===== config.mk =====
export PLATFORM = sky130hd
export DESIGN_NAME = sabv_cell
export DESIGN_NICKNAME = d
export VERILOG_FILES = /design/src/rtl/sabv_pkg.sv /design/src/rtl/sabv_cell.sv
export SDC_FILE = /design/constraint.sdc
export NUM_CORES = 1
export LEC_CHECK = 0
export ABC_AREA = 1
export BUFFER_PORTS_ARGS = -buffer_cell sky130_fd_sc_hd__buf_4
export CAP_MARGIN = 20
export CORE_UTILIZATION = 40
export CTS_CLUSTER_DIAMETER = 100
export DETAILED_ROUTE_END_ITERATION = 10
export GPL_TIMING_DRIVEN = 1
export SETUP_SLACK_MARGIN = 0.05
export SLEW_MARGIN = 20
export SYNTH_ARGS = -nofsm -noshare
export SYNTH_HDL_FRONTEND = slang
export SYNTH_SLANG_ARGS = --single-unit

===== constraint.sdc =====
create_clock -name clk -period 0.8 [get_ports clk]
set_input_delay 0.12 -clock clk [delete_from_list [all_inputs] [get_ports clk]]
set_output_delay 0.12 -clock clk [all_outputs]
set_load 0.01 [all_outputs]

===== src/rtl/sabv_pkg.sv =====
// Shared widths, types and the arctangent table of the signed angle unit.
// No dependencies.
`default_nettype none

package sabv_pkg;

    localparam int CW       = 16;   // input component width
    localparam int PW       = 2 * CW;   // product of two components
    localparam int SW       = PW + 2;   // dot product and cross components
    localparam int RW       = CW + SW;  // axis times cross component
    localparam int TW       = RW + 2;   // triple product
    localparam int DW       = SW + 2;   // CORDIC x and y datapath
    localparam int ZW       = 26;       // angle accumulator, 2^-24 turn
    localparam int STEPS    = 16;       // CORDIC iterations per pass
    localparam int STEP_W   = 5;
    localparam int GAIN_W   = 19;
    localparam int MW       = DW + GAIN_W;  // gain correction product
    localparam int GAIN_SH  = 20;

    localparam logic [GAIN_W-1:0] INV_GAIN_SQ = GAIN_W'(386669);
    localparam logic [MW-1:0]     GAIN_ROUND  = MW'(1) << (GAIN_SH - 1);
    localparam logic signed [ZW-1:0] QUARTER_TURN = ZW'(4194304);
    localparam logic signed [ZW-1:0] HALF_TURN    = ZW'(8388608);
    localparam logic [15:0] ANGLE_PI   = 16'd32768;
    localparam logic [15:0] ANGLE_ZERO = 16'd0;

    localparam logic [ZW-1:0] ATAN_TABLE [32] = '{
        ZW'(2097152), ZW'(1238021), ZW'(654136), ZW'(332050),
        ZW'(166669),  ZW'(83416),   ZW'(41718),  ZW'(20860),
        ZW'(10430),   ZW'(5215),    ZW'(2608),   ZW'(1304),
        ZW'(652),     ZW'(326),     ZW'(163),    ZW'(81),
        ZW'(41),      ZW'(20),      ZW'(10),     ZW'(5),
        ZW'(3),       ZW'(1),       ZW'(1),      ZW'(0),
        ZW'(0),       ZW'(0),       ZW'(0),      ZW'(0),
        ZW'(0),       ZW'(0),       ZW'(0),      ZW'(0)
    };

    // Values that ride along the rotation chain
    typedef struct packed {
        logic signed [SW-1:0] dot;
        logic signed [SW-1:0] cz;
        logic                 zero;
        logic                 neg;
    } side_t;

    // Contents of one rotation cell
    typedef struct packed {
        logic signed [DW-1:0] x;
        logic signed [DW-1:0] y;
        logic signed [ZW-1:0] z;
        side_t                side;
    } cord_t;

    function automatic logic signed [ZW-1:0] atan_q24(input logic [STEP_W-1:0] idx);
        atan_q24 = ATAN_TABLE[idx];
    endfunction

endpackage

`default_nettype wire


===== src/rtl/sabv_cell.sv =====
// One CORDIC vectoring cell: a single rotation step, then a register.
// Depends on sabv_pkg.
`default_nettype none

module sabv_cell
    import sabv_pkg::*;
(
    input  wire logic              clk,
    input  wire logic              rst_n,
    input  wire logic              en,
    input  wire logic [STEP_W-1:0] step,
    input  wire logic              in_valid,
    input  wire cord_t             in_data,
    output logic                   out_valid,
    output cord_t                  out_data
);

    logic signed [DW-1:0] x_in, y_in, dx, dy;
    logic signed [ZW-1:0] z_in, dz;
    cord_t                data_next;
    logic                 valid_reg;
    cord_t                data_reg;

    assign x_in = in_data.x;
    assign y_in = in_data.y;
    assign z_in = in_data.z;
    assign dx   = y_in >>> step;
    assign dy   = x_in >>> step;
    assign dz   = atan_q24(step);

    // Rotate towards the x axis
    always_comb begin
        data_next = in_data;
        if (y_in > 0) begin
            data_next.x = x_in + dx;
            data_next.y = y_in - dy;
            data_next.z = z_in + dz;
        end
        else begin
            data_next.x = x_in - dx;
            data_next.y = y_in + dy;
            data_next.z = z_in - dz;
        end
    end

    // Hold the valid bit
    always_ff @(posedge clk or negedge rst_n) begin
        if (!rst_n) begin
            valid_reg <= 1'b0;
        end
        else if (en) begin
            valid_reg <= in_valid;
        end
    end

    always_ff @(posedge clk) begin
        if (en) begin
            data_reg <= data_next;
        end
    end

    assign out_valid = valid_reg;
    assign out_data  = data_reg;

endmodule

`default_nettype wire


==> summary.txt, run 1 <==
Global route
  – GRT Total Usage: 35.3%
  – First-pass GRT wire length: 120000 um
  – Met1 global-route usage: 44.3%
  – Grt met2 use: 60.3%
  – Met3 GRT Util: 6.34%
  – Initial antenna violation count: 0
  – GR Overflow Total: 0
  – Pin count of the biggest net entering global routing: 46
  – Vias in the first global route: 22400
  – Busiest grt layer: met2

Die
  – Row Count: 75
  – IO Pins: 346
  – Die W: 210 um
  – Die height: 210 um
  – Die Area: 44100 um2
  – Initial Util: 40.9%
  – Core box area: 42300 um2

STA
  – Post-layout min period: 3.68 ns
  – Final setup vio count: 267
  – Slew margin rel.: 64.4%
  – RSZ-0062 raised after global routing: true
  – Slew @ Worst Pin: 0.534 ns
  – Worst Hold Slack: 0.0165 ns
  – Setup TNS: -284.87 ns
  – FMAX: 272 MHz
  – Final Cycle Share: 460%
  – Hold Violations, Final: 0
  – Clock skew: 0 ns
  – Pins over their slew limit: 0
  – Final WS setup: -2.88 ns

Setup path
  – CP max FO: 8
  – Slowest-stage cell, CP: ha_2
  – Crit Path Category: primary input to register
  – Crit path launch type: primary input
  – CP most frequent cell: nand2_2
  – Critical path arrival: 3.93 ns
  – CP required: 1.05 ns
  – Critical Path End Type: register
  – Worst path max stage delay: 0.35 ns

Final layout
  – Non-Filler Instances: 4355
  – Post-Layout Inst Area: 34600 um2
  – Nets: 4048
  – Layout cells sized above 1: 58.7%
  – Final core occ: 81.7%
  – # diodes: 0
  – Area Growth Syn to Fin: 99.9%

Pwr
  – Leak: 16.2 nW
  – Final Total Pwr: 58.4 mW
  – PD cells: 1690 nW/um2
  – VDD IR-drop max: 0.00160 V

Drt
  – Wirelength per Cell: 20.9 um
  – Drt first pass iters: 9
  – Iter 0 DRT Violations: 2141
  – Vias per cell: 5.58
  – Routed WL: 91000 um
  – Vias: 24300
  – Post-route DRC violation count: 0
  – DRT antenna net count: 0

Synth
  – Prevailing post-synth register cell: edfxtp_1
  – Distinct cells, synth: 55
  – Synth Warn #: 0
  – Register area share after synthesis: 29.3%
  – Post-synthesis cell count: 2536
  – Net Count, Synth: 2819
  – EDFF count, synth: 168
  – Mapped Avg Cell Area: 6.82 um2
  – Mapped cell area: 17300 um2
  – Ys async rst share: 0.592%
  – Synth Register Bits: 169

Clock tree
  – H-tree depth: 4
  – Worst skew pair latency: 0.49 ns
  – Clock transition at path regs: 0.08 ns
  – CTS tree: done
  – Clk sinks: 169
  – Root Buffer: clkbuf_16
  – Clock tree buffer depth: 2
  – TritonCTS Buffers: 17

Place
  – Pre-CTS WS: -3.69 ns
  – # port buffers: 345
  – Dpl hpwl: 58900 um
  – Placer Congestion: 1.03
  – Placed Cells: 4086
  – Area post-placement: 26600 um2

Hold path
  – Worst Hold Class: primary input to register

Run status
  – Outcome: finished with violations
  – Violated checks: setup timing

Run
  – MaxCap Viol Count: 0
routing by layer:
layer	wire (um)	up-vias
li1	-	11000
met1	35300	11600
met2	43700	1394
met3	7520	386
met4	4520	0
met5	0	-
cell families after synthesis:
| logic type | synth area share [%] |
|---|---|
| compound gates | 9.66 |
| simple gates | 37.1 |
| mux | 0.0651 |
| flops | 29.3 |
| fa+ha+maj | 7.80 |
| buf+inv | 8.25 |
| xor+xnor | 7.85 |
layout make-up:
type / instances / area [um2]
Multi-Input combinational cell: 2033 / 15900
Timing Repair Buffer: 1293 / 11200
Fill cell: 2576 / 7750
Sequential cell: 169 / 5070
Inverter: 248 / 985
Tap cell: 577 / 722
Clock buffer: 17 / 425
Clock inverter: 15 / 213
Timing Repair inverter: 3 / 33.8
state kept, by name, indices dropped and copies added (netlist names):
name	count
out_valid	1
out_data	168
critical path: cells and delay by family:
family	cells	cell delay, ns
and+or+nand+nor	19	1.64
buffers and inverters	7	0.80
AOI/OAI and AO/OA	3	0.68
adders and majority gates	1	0.35
xor gates and xnor gates	2	0.31
power by group:
group	leakage, nW	internal [mW]	switching [mW]
Clock	0.310	4.59	4.61
Sequential	1.66	12.2	0.689
Combinational	14.3	17.9	18.5
layout by cell type, fill, tap and decap left out, types with 73 or more instances in the layout:
master / Yosys / layout
nor2_1: 212 / 124
xor2_1: 104 / 92
nand2_1: 777 / 521
edfxtp_1: 168 / 168
nand3_2: 12 / 199
inv_1: 230 / 185
dlygate4sd3_1: 0 / 73
buf_4: 5 / 1021
nand2_2: 19 / 215
nand3_1: 372 / 138
buf_6: 11 / 143
cell usage after synthesis, types with 3 or more instances:
cell       instances  area (um2)
ha_1             103        1290
nand3_1          372        1860
o21a_1             5        37.5
nor2_4             4        45.0
nand2_2           19         119
fa_1               3        60.1
nand3_2           12         120
buf_2             33         165
o31ai_1            7        52.6
nand3b_1           7        52.6
nand2_1          777        2920
o21ai_0           63         315
o221ai_1           7        61.3
inv_2             13        48.8
nand4_1           28         175
a21oi_2            3        26.3
nor2_1           212         796
clkinv_1           4        15.0
clkbuf_1          16        60.1
a21oi_1          120         601
xnor2_1           51         447
nor2_2            20         125
inv_1            230         863
buf_6             11         124
a31oi_1           22         138
xor2_1           104         911
buf_4              5        37.5
a21boi_0           9        67.6
o2111ai_1          3        26.3
o21bai_1           3        22.5
nor4_1            12        75.1
edfxtp_1         168        5040
nor3_1            17        85.1
o21ai_2            4        35.0
a21o_1             9        67.6
o21ai_1           13        65.1
o211ai_1           7        52.6
buf_1             19        71.3
worst paths after layout:
| kind | startpoint | endpoint | slack, ns | cells past startpoint |
|---|---|---|---|---|
| setup / recovery | step[0] | out_data[130] | -2.88 | 32 |
| hold / removal | in_data[71] | out_data[71] | 0.02 | 2 |
| setup reg to reg | out_valid | out_valid | 0.04 | 1 |
| hold reg to reg | out_valid | out_valid | 0.53 | 1 |
| max in group asynchronous | rst_n | out_valid | 0.23 | 3 |
| min in group asynchronous | rst_n | out_valid | 0.47 | 3 |
what timing repair did:
| item | in CTS | in global routing |
|---|---|---|
| buffers inserted | 78 | 83 |
| endpoints found under the hold margin | 73 | 0 |
| setup endpoints to repair | 267 | 268 |
| gates cloned | 9 | 11 |
| hold buffers | 73 | 0 |
| pin swaps | 142 | 282 |
| resized for setup | 506 | 661 |
No activity file was read; power rests on OpenSTA's default activity.
==> run 2, diff against run 1 <==
--- a/config.mk
+++ b/config.mk
@@ -12,6 +12,7 @@
 export CTS_CLUSTER_DIAMETER = 100
 export DETAILED_ROUTE_END_ITERATION = 10
 export GPL_TIMING_DRIVEN = 1
+export RECOVER_POWER = 25
 export SETUP_SLACK_MARGIN = 0.05
 export SLEW_MARGIN = 20
 export SYNTH_ARGS = -nofsm -noshare
==> run 2 against run 1 <==
The run still ends with setup timing left. Clock skew stayed put. First-iteration DRC count increased by 4.8%. Power is essentially flat. Non-clock buffer count unchanged. Sequential share of layout area about the same. Setup slack got worse by 0.013 ns. Global-route usage unchanged. Clock power about the same. Final area hardly changed. Largest cell class unchanged.
==> summary.txt, run 2 (same netlist as run 1, synthesis figures left out) <==
Clock tree
  – H-tree depth: 4
  – TritonCTS Buffers: 17
  – Clock tree buffer depth: 2
  – Clk sinks: 169
  – CTS tree: done
  – Clock transition at path regs: 0.08 ns
  – Root Buffer: clkbuf_16
  – Worst skew pair latency: 0.49 ns

Place
  – Placer Congestion: 1.03
  – Dpl hpwl: 58900 um
  – Placed Cells: 4086
  – # port buffers: 345
  – Pre-CTS WS: -3.69 ns

Drt
  – Wirelength per Cell: 20.8 um
  – Routed WL: 90800 um
  – Vias per cell: 5.56
  – Vias: 24200
  – Iter 0 DRT Violations: 2244
  – Drt first pass iters: 6
  – DRT antenna net count: 0
  – Post-route DRC violation count: 0

Setup path
  – Critical path arrival: 3.92 ns
  – CP required: 1.02 ns
  – Crit path launch type: primary input
  – CP most frequent cell: nand2_2
  – CP max FO: 8
  – Worst path max stage delay: 0.35 ns
  – Slowest-stage cell, CP: ha_2
  – Critical Path End Type: register
  – Crit Path Category: primary input to register

Final layout
  – Nets: 4048
  – Fill cells: 2580
  – Commonest non-fill, non-tap cell in the layout: buf_4
  – Most frequent cells in the layout: 1020 x buf_4, 521 x nand2_1, 215 x nand2_2
  – FF/Latch Area: 5070 um2
  – # diodes: 0
  – Non-Filler Instances: 4355
  – Area Growth Syn to Fin: 99.8%
  – Max reg flops: 168
  – Multi-input logic area: 15900 um2
  – Layout cells sized above 1: 58.7%

Die
  – IO Pins: 346
  – Core box area: 42300 um2
  – Die height: 210 um
  – Row Count: 75
  – Die Area: 44100 um2
  – Die W: 210 um
  – Initial Util: 40.9%

STA
  – Slew margin rel.: 63.1%
  – Final setup vio count: 414
  – Worst Hold Slack: 0.0176 ns
  – FMAX: 271 MHz
  – Slew @ Worst Pin: 0.554 ns
  – Hold Violations, Final: 0
  – Final Cycle Share: 462%
  – Post-layout min period: 3.69 ns
  – Final WS setup: -2.89 ns
  – RSZ-0062 raised after global routing: true
  – Pins over their slew limit: 0
  – Clock skew: 0 ns

Run
  – MaxCap Viol Count: 0

Global route
  – Vias in the first global route: 22400
  – Initial antenna violation count: 0
  – GR Overflow Total: 0
  – First-pass GRT wire length: 120000 um
  – GRT Total Usage: 35.3%
  – Pin count of the biggest net entering global routing: 46

Run status
  – Violated checks: setup timing
  – Outcome: finished with violations

Hold path
  – Worst Hold Class: primary input to register

Pwr
  – PD cells: 1690 nW/um2
  – Leak: 16.2 nW
  – Final Total Pwr: 58.4 mW
  – VDD IR-drop max: 0.00159 V
==> run 2: cell types whose count changed in the layout (fill, tap and decap cells not counted) <==
cell | previous run | this run
buf_12 | 30 | 28
buf_4 | 1021 | 1020
clkbuf_1 | 0 | 2
clkbuf_8 | 0 | 1
==> run 2: critical path, delay by kind of cell <==
kind / cells / cell delay [ns]
AOI/OAI and AO/OA: 5 / 0.96
buffers and inverters: 7 / 0.80
xor gates and xnor gates: 2 / 0.35
and+or+nand+nor: 15 / 1.32
adders and majority gates: 1 / 0.35
==> run 2: where the power goes <==
part / switching [mW] / internal (mW) / leakage (nW) / total, mW
logic: 18.5 / 17.9 / 14.3 / 36.3
registers: 0.687 / 12.2 / 1.66 / 12.9
clock network: 4.60 / 4.59 / 0.310 / 9.19
total: 23.8 / 34.6 / 16.2 / 58.4
==> run 2: layout make-up <==
type / count / area share (%)
inverters: 248 / 2.85
repair inverters: 3 / 0.0978
well taps: 577 / 2.09
multi-input cells: 2033 / 46.0
clock buffers: 17 / 1.23
clock inverters: 15 / 0.616
repair buffers: 1293 / 32.4
flip-flops and latches: 169 / 14.7
==> run 2: what timing repair did <==
| item | in CTS | in global routing |
|---|---|---|
| resized for setup | 506 | 661 |
| hold buffers | 73 | 0 |
| endpoints found under the setup margin | 267 | 268 |
| hold endpoints to repair | 73 | 0 |
| setup buffers | 78 | 83 |
| gates cloned | 9 | 11 |
| pin swaps | 142 | 282 |
==> run 2: per-stage QoR <==
stage                     utilization, %  setup TNS (ns)  instance area [um2]
after floorplan                        -         -202.93                18100
after global placement              62.7         -301.12                26600
after detailed placement            62.7         -305.88                26600
after CTS                           72.9         -268.93                30900
after global routing                81.6         -313.88                34500
final                               81.6         -292.47                34500
==> run 2: final timing paths <==
| check | slack [ns] | cells after the start | from | endpoint |
|---|---|---|---|---|
| min | 0.02 | 2 | in_data[71] | out_data[71] |
| max reg2reg | 0.05 | 1 | out_valid | out_valid |
| min reg2reg | 0.53 | 1 | out_valid | out_valid |
| min in group asynchronous | 0.47 | 3 | rst_n | out_valid |
| max in group asynchronous | 0.23 | 3 | rst_n | out_valid |
| max | -2.89 | 30 | step[0] | out_data[120] |
==> run 2: routing by layer <==
metal | part of all wire, % | routed length [um] | track usage [%] | vias up
li1 | - | - | - | 11000
met1 | 38 | 34900 | 44.3 | 11400
met2 | 48 | 43600 | 60.3 | 1398
met3 | 8.5 | 7720 | 6.34 | 389
met4 | 5.0 | 4570 | 12.6 | 0
met5 | 0 | 0 | 0 | -
